## src/ogpv_pkg.sv

```systemverilog
// Package for the Ogg page parser: phase and status codes, header offsets,
// the result record and the CRC-32 byte step. No dependencies.
package ogpv_pkg;

    localparam logic [1:0] PH_HEADER = 2'd0;
    localparam logic [1:0] PH_SEGS   = 2'd1;
    localparam logic [1:0] PH_DATA   = 2'd2;

    localparam logic [1:0] STATUS_OK       = 2'd0;
    localparam logic [1:0] STATUS_BAD_SIG  = 2'd1;
    localparam logic [1:0] STATUS_MISMATCH = 2'd2;
    localparam logic [1:0] STATUS_TRUNC    = 2'd3;

    localparam logic [4:0] HDR_LEN       = 5'd27;
    localparam logic [4:0] HDR_LAST      = 5'd26;
    localparam logic [4:0] IDX_VERSION   = 5'd4;
    localparam logic [4:0] IDX_TYPE      = 5'd5;
    localparam int         IDX_GRANULE   = 6;
    localparam int         IDX_SERIAL    = 14;
    localparam int         IDX_SEQUENCE  = 18;
    localparam int         IDX_CRC       = 22;
    localparam logic [4:0] IDX_SYNC_END  = 5'd4;

    localparam logic [31:0] CRC_POLY = 32'h04c11db7;

    typedef struct packed {
        logic        payload_valid;
        logic [7:0]  payload_byte;
        logic        page_done;
        logic [1:0]  status;
        logic [7:0]  version;
        logic [7:0]  page_type;
        logic [63:0] granule_position;
        logic [31:0] serial_number;
        logic [31:0] sequence_number;
        logic [15:0] data_length;
        logic [7:0]  segment_count;
    } result_t;

    function automatic logic [7:0] sync_byte(input logic [1:0] i);
        logic [7:0] v;
        case (i)
            2'd0: v = 8'h4f;
            2'd1: v = 8'h67;
            2'd2: v = 8'h67;
            default: v = 8'h53;
        endcase
        return v;
    endfunction

    function automatic logic [31:0] crc_byte(input logic [31:0] crc, input logic [7:0] b);
        logic [31:0] c;
        c = crc ^ {b, 24'h000000};
        for (int k = 0; k < 8; k++) begin
            if (c[31]) begin
                c = {c[30:0], 1'b0} ^ CRC_POLY;
            end else begin
                c = {c[30:0], 1'b0};
            end
        end
        return c;
    endfunction

endpackage

```

## src/ogpv_core.sv

```systemverilog
// Parse state of the Ogg page parser: header capture, segment table sum,
// payload count and running CRC. Depends on ogpv_pkg.
module ogpv_core (
    input  logic             aclk,
    input  logic             aresetn,
    input  logic             accept,
    input  logic [7:0]       stream_byte,
    input  logic             end_of_input,
    output logic             emit,
    output ogpv_pkg::result_t result
);
    import ogpv_pkg::*;

    logic [1:0]  phase_reg, phase_next;
    logic [4:0]  hidx_reg, hidx_next;
    logic        sig_reg, sig_next;
    logic [7:0]  version_reg, version_next;
    logic [7:0]  type_reg, type_next;
    logic [63:0] granule_reg, granule_next;
    logic [31:0] serial_reg, serial_next;
    logic [31:0] sequence_reg, sequence_next;
    logic [31:0] stored_crc_reg, stored_crc_next;
    logic [7:0]  seg_total_reg, seg_total_next;
    logic [7:0]  seg_seen_reg, seg_seen_next;
    logic [15:0] len_sum_reg, len_sum_next;
    logic [15:0] left_reg, left_next;
    logic [31:0] crc_reg, crc_next;

    logic [4:0] idx;
    logic       pv, done, finish;
    logic [1:0] status;
    logic [7:0] pb;

    always_comb begin
        phase_next      = phase_reg;
        hidx_next       = hidx_reg;
        sig_next        = sig_reg;
        version_next    = version_reg;
        type_next       = type_reg;
        granule_next    = granule_reg;
        serial_next     = serial_reg;
        sequence_next   = sequence_reg;
        stored_crc_next = stored_crc_reg;
        seg_total_next  = seg_total_reg;
        seg_seen_next   = seg_seen_reg;
        len_sum_next    = len_sum_reg;
        left_next       = left_reg;
        crc_next        = crc_reg;
        idx             = 5'd0;
        pv              = 1'b0;
        pb              = 8'h00;
        done            = 1'b0;
        finish          = 1'b0;
        status          = STATUS_OK;
        case (phase_reg)
            PH_SEGS: begin
                crc_next      = crc_byte(crc_reg, stream_byte);
                len_sum_next  = len_sum_reg + {8'h00, stream_byte};
                seg_seen_next = seg_seen_reg + 8'd1;
                if (seg_seen_next == seg_total_reg) begin
                    if (len_sum_next == 16'd0) begin
                        finish = 1'b1;
                    end else begin
                        left_next  = len_sum_next;
                        phase_next = PH_DATA;
                    end
                end
            end
            PH_DATA: begin
                crc_next  = crc_byte(crc_reg, stream_byte);
                pv        = 1'b1;
                pb        = stream_byte;
                left_next = left_reg - 16'd1;
                if (left_next == 16'd0) begin
                    finish = 1'b1;
                end
            end
            default: begin
                idx = (hidx_reg >= HDR_LEN) ? 5'd0 : hidx_reg;
                if (idx == 5'd0) begin
                    sig_next        = 1'b1;
                    version_next    = 8'h00;
                    type_next       = 8'h00;
                    granule_next    = 64'h0;
                    serial_next     = 32'h0;
                    sequence_next   = 32'h0;
                    stored_crc_next = 32'h0;
                    seg_total_next  = 8'h00;
                    seg_seen_next   = 8'h00;
                    len_sum_next    = 16'h0000;
                    left_next       = 16'h0000;
                    crc_next        = 32'h0;
                end
                crc_next = crc_byte(crc_next, (idx inside {[5'd22:5'd25]}) ? 8'h00 : stream_byte);
                if (idx < IDX_SYNC_END && stream_byte != sync_byte(idx[1:0])) begin
                    sig_next = 1'b0;
                end
                if (idx == IDX_VERSION) begin
                    version_next = stream_byte;
                end
                if (idx == IDX_TYPE) begin
                    type_next = stream_byte;
                end
                for (int k = 0; k < 8; k++) begin
                    if (idx == 5'(IDX_GRANULE + k)) begin
                        granule_next[8*k +: 8] = granule_next[8*k +: 8] | stream_byte;
                    end
                end
                for (int k = 0; k < 4; k++) begin
                    if (idx == 5'(IDX_SERIAL + k)) begin
                        serial_next[8*k +: 8] = serial_next[8*k +: 8] | stream_byte;
                    end
                    if (idx == 5'(IDX_SEQUENCE + k)) begin
                        sequence_next[8*k +: 8] = sequence_next[8*k +: 8] | stream_byte;
                    end
                    if (idx == 5'(IDX_CRC + k)) begin
                        stored_crc_next[8*k +: 8] = stored_crc_next[8*k +: 8] | stream_byte;
                    end
                end
                if (idx == HDR_LAST) begin
                    seg_total_next = stream_byte;
                    hidx_next      = 5'd0;
                    phase_next     = PH_HEADER;
                    if (!sig_next) begin
                        done   = 1'b1;
                        status = STATUS_BAD_SIG;
                    end else if (stream_byte == 8'h00) begin
                        finish = 1'b1;
                    end else begin
                        seg_seen_next = 8'h00;
                        len_sum_next  = 16'h0000;
                        phase_next    = PH_SEGS;
                    end
                end else begin
                    hidx_next  = idx + 5'd1;
                    phase_next = PH_HEADER;
                end
            end
        endcase
        if (finish) begin
            done       = 1'b1;
            status     = (crc_next == stored_crc_next) ? STATUS_OK : STATUS_MISMATCH;
            phase_next = PH_HEADER;
            hidx_next  = 5'd0;
        end
        if (!done && end_of_input) begin
            done       = 1'b1;
            status     = STATUS_TRUNC;
            phase_next = PH_HEADER;
            hidx_next  = 5'd0;
        end
    end

    assign emit = done || pv;

    always_comb begin
        result.payload_valid    = pv;
        result.payload_byte     = pb;
        result.page_done        = done;
        result.status           = done ? status : STATUS_OK;
        result.version          = version_next;
        result.page_type        = type_next;
        result.granule_position = granule_next;
        result.serial_number    = serial_next;
        result.sequence_number  = sequence_next;
        result.data_length      = len_sum_next;
        result.segment_count    = seg_total_next;
    end

    always_ff @(posedge aclk) begin
        if (!aresetn) begin
            phase_reg      <= PH_HEADER;
            hidx_reg       <= 5'd0;
            sig_reg        <= 1'b1;
            version_reg    <= 8'h00;
            type_reg       <= 8'h00;
            granule_reg    <= 64'h0;
            serial_reg     <= 32'h0;
            sequence_reg   <= 32'h0;
            stored_crc_reg <= 32'h0;
            seg_total_reg  <= 8'h00;
            seg_seen_reg   <= 8'h00;
            len_sum_reg    <= 16'h0000;
            left_reg       <= 16'h0000;
            crc_reg        <= 32'h0;
        end else if (accept) begin
            phase_reg      <= phase_next;
            hidx_reg       <= hidx_next;
            sig_reg        <= sig_next;
            version_reg    <= version_next;
            type_reg       <= type_next;
            granule_reg    <= granule_next;
            serial_reg     <= serial_next;
            sequence_reg   <= sequence_next;
            stored_crc_reg <= stored_crc_next;
            seg_total_reg  <= seg_total_next;
            seg_seen_reg   <= seg_seen_next;
            len_sum_reg    <= len_sum_next;
            left_reg       <= left_next;
            crc_reg        <= crc_next;
        end
    end

endmodule

```

## src/ogpv_out_reg.sv

```systemverilog
// Result register of the Ogg page parser with the request handshake.
// Depends on ogpv_pkg for the result record.
module ogpv_out_reg (
    input  logic              aclk,
    input  logic              aresetn,
    input  logic              accept,
    input  logic              emit,
    input  ogpv_pkg::result_t result_in,
    input  logic              m_ready,
    output logic              m_valid,
    output logic              s_ready,
    output ogpv_pkg::result_t result_out
);
    import ogpv_pkg::*;

    logic    valid_reg, valid_next;
    result_t data_reg;

    assign s_ready    = !valid_reg || m_ready;
    assign m_valid    = valid_reg;
    assign result_out = data_reg;

    always_comb begin
        valid_next = valid_reg;
        if (accept) begin
            valid_next = emit;
        end else if (m_ready) begin
            valid_next = 1'b0;
        end
    end

    always_ff @(posedge aclk) begin
        if (!aresetn) begin
            valid_reg <= 1'b0;
        end else begin
            valid_reg <= valid_next;
        end
    end

    always_ff @(posedge aclk) begin
        if (accept && emit) begin
            data_reg <= result_in;
        end
    end

endmodule

```

## src/ogg_page_parse_verify_unit.sv

```systemverilog
// A result is registered; it appears in the cycle after its stream byte is accepted.
// One byte per cycle while s_ready is high; the CRC step and counters update on accept.
// A byte is accepted while a finished result waits, as long as m_ready takes it.
// Reset (aresetn low, synchronous) returns to the header phase and empties the result
// register. Depends on ogpv_pkg, ogpv_core and ogpv_out_reg.
module ogg_page_parse_verify_unit (
    input  logic        aclk,
    input  logic        aresetn,
    input  logic        s_valid,
    output logic        s_ready,
    input  logic [7:0]  s_stream_byte,
    input  logic        s_end_of_input,
    output logic        m_valid,
    input  logic        m_ready,
    output logic        m_payload_valid,
    output logic [7:0]  m_payload_byte,
    output logic        m_page_done,
    output logic [1:0]  m_status,
    output logic [7:0]  m_version,
    output logic [7:0]  m_page_type,
    output logic [63:0] m_granule_position,
    output logic [31:0] m_serial_number,
    output logic [31:0] m_sequence_number,
    output logic [15:0] m_data_length,
    output logic [7:0]  m_segment_count
);
    import ogpv_pkg::*;

    logic    accept;
    logic    emit;
    result_t core_result;
    result_t out_result;

    assign accept = s_valid && s_ready;

    ogpv_core u_core (
        .aclk        (aclk),
        .aresetn     (aresetn),
        .accept      (accept),
        .stream_byte (s_stream_byte),
        .end_of_input(s_end_of_input),
        .emit        (emit),
        .result      (core_result)
    );

    ogpv_out_reg u_out (
        .aclk      (aclk),
        .aresetn   (aresetn),
        .accept    (accept),
        .emit      (emit),
        .result_in (core_result),
        .m_ready   (m_ready),
        .m_valid   (m_valid),
        .s_ready   (s_ready),
        .result_out(out_result)
    );

    assign m_payload_valid    = out_result.payload_valid;
    assign m_payload_byte     = out_result.payload_byte;
    assign m_page_done        = out_result.page_done;
    assign m_status           = out_result.status;
    assign m_version          = out_result.version;
    assign m_page_type        = out_result.page_type;
    assign m_granule_position = out_result.granule_position;
    assign m_serial_number    = out_result.serial_number;
    assign m_sequence_number  = out_result.sequence_number;
    assign m_data_length      = out_result.data_length;
    assign m_segment_count    = out_result.segment_count;

endmodule

```

## config.mk

```make
export PLATFORM = sky130hd
export DESIGN_NAME = ogg_page_parse_verify_unit
export DESIGN_NICKNAME = d
export VERILOG_FILES = /design/src/ogpv_pkg.sv /design/src/ogpv_core.sv /design/src/ogpv_out_reg.sv /design/src/ogg_page_parse_verify_unit.sv
export SDC_FILE = /design/constraint.sdc
export NUM_CORES = 1
export LEC_CHECK = 0
export BUFFER_PORTS_ARGS = -buffer_cell sky130_fd_sc_hd__buf_2
export CORE_MARGIN = 10
export CORE_UTILIZATION = 41
export DETAILED_ROUTE_END_ITERATION = 10
export GPL_TIMING_DRIVEN = 0
export REMOVE_ABC_BUFFERS = 1
export SETUP_SLACK_MARGIN = 0.2
export SLEW_MARGIN = 20
export SYNTH_ARGS = -nofsm -noshare
export SYNTH_HDL_FRONTEND = slang
export SYNTH_SLANG_ARGS = --single-unit
```

## constraint.sdc

```tcl
create_clock -name aclk -period 11.88 [get_ports aclk]
set_clock_uncertainty 0.05 [all_clocks]
set_input_delay 1.188 -clock aclk [delete_from_list [all_inputs] [get_ports aclk]]
set_output_delay 1.188 -clock aclk [all_outputs]
set_load 0.05 [all_outputs]
```

==> reports/results.txt, run 1 <==
Max Cap Violations -> 0
GRT Util Overall -> 19.8%
Yosys cell types -> 79
Initial core utilization -> 41.2%
Core area -> 54900 um^2
FF+latch count, synth -> 445
Final Cycle Share -> 53.5%
Longest Clk Path Bufs -> 3
Worst VDD drop -> 0.0000987 V
R2R setup slack -> 5.52 ns
Start point of the critical path -> u_core.hidx_reg[2]$_SDFFE_PN0P_
Total grt overflow -> 0
CTS Buf Count -> 49
Largest net degree at the start of global routing -> 126
CTS tree -> built
Clock Pin Slew Worst Setup and Hold Paths -> 0.06 ns
Worst-path fanout max -> 19
R2R Path End -> u_out.result_out[169]$_SDFFCE_PN0P_
Ports -> 195
Synth Cell Area -> 22600 um^2
Post-CTS Setup Bufs -> 0
Share of the synthesized area in the top cell type -> 23.9%
Most frequent cell after synthesis -> nand2_1
Share of layout cells above drive strength 1 -> 13.8%
Vias/cell -> 5.73
Rows -> 86
Status -> finished, final reports clean
Crit. End Element -> register
Final TNS setup -> 0 ns
Max reg flops -> 180
Commonest cells in the netlist -> 405 x nand2_1, 265 x dfxtp_1, 180 x edfxtp_1
Die Ht -> 255 um
1st-pass router iterations -> 6
Asr flop ratio synth -> 0%
Main area contributors after synthesis -> edfxtp_1 24%, dfxtp_1 23%, nand2_1 6.7%
Cts hold-fix bufs -> 0
Startpoint types -> register
Total number of vias -> 18.1k
Die Area -> 64900 um^2
Most frequent CP cell -> xnor2_1
RSZ-0062 raised after global routing -> no
Worst path slowest cell -> dfxtp_1
Syn_area_per_cell -> 9.63 um^2
Nets -> 2451
Clock sinks -> 445
Horiz. Die Dim -> 255 um
R2R cell count -> 14
Final Core Density -> 47.3%
Syn. warnings -> 0
I/O Buffers -> 194
Rel. slew slack -> 19.9%
Synth-to-Final Area Change -> 14.8%
Worst R2R Start -> u_core.hidx_reg[2]$_SDFFE_PN0P_
WL/cell -> 21.1 um
Global-route wire length before repair -> 102 mm
Final ANT Viol Nets -> 0
Max-slew violation count -> 0
Final Hold Viols -> 0
Sequential area share after synthesis -> 47.4%
Worst min path class -> register to register
Max incr delay on CP -> 0.74 ns
CP Class -> register to register
# DRC -> 0
First DRT Iteration DRCs -> 1599
Ys flop type -> dfxtp_1
Worst EP arrival -> 6.60 ns
Worst Max-Slew Pin Slew -> 1.20 ns
Post-synth EDFFs -> 180
Antenna violations before repair -> 2
CTS H-Tree Depth -> 2
Worst-skew pair later-pin latency -> 0.61 ns
Leakage -> 9.28 nW
PD cells -> 151 nW/um^2
Placer Congestion -> 0.886
Root Buffer -> clkbuf_16
Crit path max-delay family -> simple AND/OR/NAND/NOR gates
Hpwl dp -> 44.0 mm
Crit path depth -> 14
Vias in the first global route -> 17.1k
Minimum clock period -> 6.36 ns
Routed wire length -> 66.8 mm
Max Freq -> 157 MHz
WP buf/inv -> 0
Crit path to -> u_out.result_out[169]$_SDFFCE_PN0P_
Post-cts resize count -> 0
Area of the multi-input gates -> 11100 um^2
Reg area -> 10700 um^2
Yosys top cell by area -> edfxtp_1
Final setup fails -> 0
Worst path cell trace -> a21o_1 > nand3_1 > nand2_1 > ha_1 > nor4b_1 > a21o_1 > nor2_1 > xnor2_1 > xnor2_1 > mux2i_1 > xnor2_1 > or4_1 > nor4_1 > a31oi_1
Mapped Cells -> 2348
Fillers -> 5059
Critical Path RT -> 12.12 ns
## power breakdown
group	switching [mW]	total [mW]	internal (mW)
registers	0.0324	1.65	1.62
logic	0.466	0.728	0.262
clock network	0.644	1.53	0.889
total	1.14	3.92	2.77
## placed cells by master (no fill, tap or decap), types with 9 or more instances in the layout
cell,instances
nand2_1,404
dfxtp_1,264
buf_2,193
edfxtp_1,180
a22o_1,166
xnor2_1,159
a21boi_0,153
nor2_1,96
a22oi_1,91
nor2b_1,90
xor2_1,78
o21ai_0,57
a21oi_1,55
clkbuf_16,50
nor3_1,29
and2_1,22
nand3_1,22
inv_1,19
o211a_1,18
and3_1,17
ha_1,17
buf_12,16
o211ai_1,13
nor4_1,13
a32oi_1,12
a211oi_1,11
or2_2,10
o22ai_1,10
clkinv_1,10
a31oi_1,9
clkbuf_1,9
buf_16,9
## cell families (layout without fill, tap and decap cells)
group                      Yosys count  in the layout  share of synthesized area (%)
DFF                                445            445                           47.4
muxes                                3              3                          0.133
adders and majority gates           19             19                           1.08
and+or+nand+nor                    760            760                           15.4
xor gates and xnor gates           253            253                           10.6
buffers and inverters              219            330                           3.77
AOI/OAI and AO/OA                  649            649                           21.6
other                                0              1                              0
## stage by stage
step / cell area [um^2] / power, mW / hold slack, ns / setup WS (ns) / cells
3_5_place_dp: 24300 / 2.41 / 0.407 / 5.49 / 3072
2_1_floorplan: 21800 / 2.19 / 0.389 / -1.37 / 2148
3_3_place_gp: 23700 / 2.40 / 0.403 / -13.80 / 3046
6_report: 25900 / 3.92 / 0.411 / 5.52 / 3164
5_1_grt: 25900 / 4.06 / 0.430 / 5.20 / 3163
4_1_cts: 25900 / 3.94 / 0.414 / 5.45 / 3163
## worst min-delay path by stage
stage	to	cells past startpoint	slack, ns	startpoint
after floorplan	u_core.sig_reg$_SDFFE_PN1P_	2	0.39	u_core.sig_reg$_SDFFE_PN1P_
after global placement	u_core.sig_reg$_SDFFE_PN1P_	2	0.40	u_core.sig_reg$_SDFFE_PN1P_
after detailed placement	u_core.sequence_reg[7]$_SDFFE_PN0P_	2	0.41	u_core.sequence_reg[7]$_SDFFE_PN0P_
after CTS	u_core.sequence_reg[7]$_SDFFE_PN0P_	2	0.41	u_core.sequence_reg[7]$_SDFFE_PN0P_
after global routing	u_core.granule_reg[0]$_SDFFE_PN0P_	2	0.43	u_core.granule_reg[0]$_SDFFE_PN0P_
final	u_core.sequence_reg[7]$_SDFFE_PN0P_	2	0.41	u_core.sequence_reg[7]$_SDFFE_PN0P_
## cell type report
| type | instances | area share, % |
|---|---|---|
| antenna | 1 | 0.00964 |
| clock buffer | 63 | 5.16 |
| clock inverter | 28 | 1.05 |
| inverter | 19 | 0.275 |
| multi-input combinational | 1684 | 42.8 |
| sequential | 445 | 41.3 |
| tap | 704 | 3.39 |
| timing repair buffer | 220 | 6.00 |
## routing by layer
layer  wire length, um  share of wire [%]  GRT usage, %
met5                 7              0.010             0
met4              1350                2.0          4.79
met3              4390                6.6          3.64
met2             30500                 46          31.5
met1             30500                 46          27.4
## worst min-delay path, cell delays in order (launching register included)
cell and delay [ns]:
dfxtp_1 0.30, nand2_1 0.04, a21boi_0 0.06
Note: power is estimated with default switching activity, not from simulation.
==> inputs of run 2 (changes only) <==
==> constraint.sdc (replaced) <==
create_clock -name aclk -period 5.75 [get_ports aclk]
set_clock_uncertainty 0.05 [all_clocks]
set_input_delay 0.575 -clock aclk [delete_from_list [all_inputs] [get_ports aclk]]
set_output_delay 0.575 -clock aclk [all_outputs]
set_load 0.05 [all_outputs]
==> reports/results.txt, run 2 (synthesis gave the netlist of run 1 again) <==
CTS tree -> built
PD cells -> 311 nW/um^2 (+110%)
Longest Clk Path Bufs -> 3 (unchanged)
Cell Count, Final, Fillers Out -> 3169 (+0.16%)
Worst-skew pair later-pin latency -> 0.61 ns (about the same)
Startpoint types -> register
CP Class -> register to register
Worst hold slack -> 0.288 ns (-0.123 ns)
Hold Startpoint -> aresetn
DP Cell Count -> 3072 (unchanged)
Worst min path class -> input port to register
Crit path depth -> 14 (unchanged)
Core area -> 54900 um^2 (unchanged)
Rel. slew slack -> 26.1% (+6.2 points)
Critical Path RT -> 6.01 ns (-6.11 ns)
GRT Util Overall -> 19.8% (+0.022 points)
Fillers -> 5056 (-0.059%)
Worst path cell trace -> a21o_1 > nand3_1 > nand2_1 > ha_1 > nor4b_2 > a21o_2 > nor2_1 > xnor2_1 > xnor2_1 > mux2i_1 > xnor2_1 > or4_1 > nor4_2 > a31oi_1
Crit path max-delay family -> simple AND/OR/NAND/NOR gates
First DRT Iteration DRCs -> 1576 (-1.4%)
Worst-path fanout max -> 19 (unchanged)
Root Buffer -> clkbuf_16
Final setup fails -> 0 (unchanged)
1st-pass router iterations -> 6 (unchanged)
R2R cell count -> 14 (unchanged)
Commonest non-fill, non-tap cell in the layout -> nand2_1
Max Freq -> 185 MHz (+18%)
Worst R2R Start -> u_core.hidx_reg[2]$_SDFFE_PN0P_
Synth-to-Final Area Change -> 15.0%
WL/cell -> 21.1 um (about the same)
Largest net degree at the start of global routing -> 126 (unchanged)
Vias/cell -> 5.70 (-0.41%)
Rows -> 86 (unchanged)
Ports -> 195 (unchanged)
Initial core utilization -> 41.2% (unchanged)
Total number of vias -> 18.1k (-0.25%)
Crit. End Element -> register
Placer Congestion -> 0.886 (unchanged)
Worst path slowest cell -> dfxtp_2
RSZ-0062 raised after global routing -> yes
Status -> finished, final reports clean
Cts hold-fix bufs -> 0 (unchanged)
Die Area -> 64900 um^2 (unchanged)
Clock sinks -> 445 (unchanged)
Max incr delay on CP -> 0.56 ns (-0.18 ns)
Leakage -> 9.31 nW (+0.33%)
Tot Pwr -> 8.09 mW (+110%)
Final ANT Viol Nets -> 0 (unchanged)
Worst EP arrival -> 5.66 ns (-0.94 ns)
# DRC -> 0 (unchanged)
Start point of the critical path -> u_core.hidx_reg[2]$_SDFFE_PN0P_
Most frequent cells in the layout -> 404 x nand2_1, 263 x dfxtp_1, 193 x buf_2, 180 x edfxtp_1, 166 x a22o_1
Max reg flops -> 180 (unchanged)
CTS Buf Count -> 49 (unchanged)
Vias in the first global route -> 17.1k (+0.20%)
Nets -> 2456 (+0.20%)
Die Ht -> 255 um (unchanged)
Routed wire length -> 66.8 mm (+0.12%)
Final Cycle Share -> 93.9% (+40 points)
WP buf/inv -> 0 (unchanged)
Worst VDD drop -> 0.000206 V (+110%)
Clock Pin Slew Worst Setup and Hold Paths -> 0.06 ns (about the same)
Final Hold Viols -> 0 (unchanged)
Depth of the worst hold-timing path -> 2 (unchanged)
CTS H-Tree Depth -> 2 (unchanged)
I/O Buffers -> 194 (unchanged)
Most frequent CP cell -> xnor2_1
Antenna violations before repair -> 2 (unchanged)
Share of layout cells above drive strength 1 -> 14.2% (+0.38 points)
Max-slew violation count -> 0 (unchanged)
Worst Max-Slew Pin Slew -> 1.11 ns (-0.0891 ns)
Total grt overflow -> 0 (unchanged)
Minimum clock period -> 5.40 ns (-0.959 ns)
Global-route wire length before repair -> 102 mm (+0.15%)
Final Core Density -> 47.4% (+0.10 points)
Hpwl dp -> 44.0 mm (unchanged)
Max Cap Violations -> 0 (unchanged)
Horiz. Die Dim -> 255 um (unchanged)
[run 2: path summary, 6_finish.rpt]
kind / end / slack [ns]
max: u_out.result_out[169]$_SDFFCE_PN0P_ / 0.35
min: u_core.crc_reg[10]$_SDFFE_PN0P_ / 0.29
max reg2reg: u_out.result_out[169]$_SDFFCE_PN0P_ / 0.35
min reg2reg: u_core.sequence_reg[7]$_SDFFE_PN0P_ / 0.41
[run 2: where the power goes]
| group | leakage [nW] | switching (mW) | total (mW) | internal, mW |
|---|---|---|---|---|
| clock | 0.788 | 1.33 | 3.17 | 1.84 |
| combinational | 4.64 | 0.963 | 1.50 | 0.541 |
| sequential | 3.88 | 0.0665 | 3.42 | 3.35 |
[run 2: worst register-to-register path, delay by kind of cell (launching register included)]
family	cells	cell delay (ns)
adder cells (fa/ha/maj)	1	0.40
XOR/XNOR	3	0.72
flip-flops	1	0.56
AO/OA/AOI/OAI	3	1.01
AND/OR/NAND/NOR	6	1.94
multiplexers	1	0.45
[run 2: area by class of cell]
cell class              count  area, um^2  share of cell area [%]
repair buffers            225        1590                    6.13
clock buffers              63        1340                    5.15
multi-input cells        1684       11100                    42.8
clock inverters            28         272                    1.04
flip-flops and latches    445       10700                    41.2
well taps                 704         881                    3.39
diodes                      1        2.50                 0.00962
inverters                  19        71.3                   0.274
[run 2: metal layers]
metal / GRT usage (%) / vias up / part of all wire, %
li1: - / 8514 / -
met1: 27.4 / 8859 / 46
met2: 31.5 / 592 / 46
met3: 3.68 / 103 / 6.8
met4: 4.76 / 2 / 2.1
met5: 0 / - / 0.010
[run 2: what timing repair did]
action / 4_1_cts / 5_1_grt
cloned: 0 / 0
gates resized for setup: 4 / 2
endpoints found under the hold margin: 0 / 0
setup buffers: 5 / 0
endpoints found under the setup margin: 1 / 57
pin swaps: 1 / 0
[run 2: through the flow]
step / worst slack [ns] / TNS, ns / instance area, um^2
5_1_grt: 0.0962 / 0 / 26000
3_3_place_gp: -19.31 / -4529.61 / 23700
4_1_cts: 0.247 / 0 / 26000
6_report: 0.349 / 0 / 26000
2_1_floorplan: -6.89 / -1265.54 / 21800
3_5_place_dp: -0.645 / -0.645 / 24300
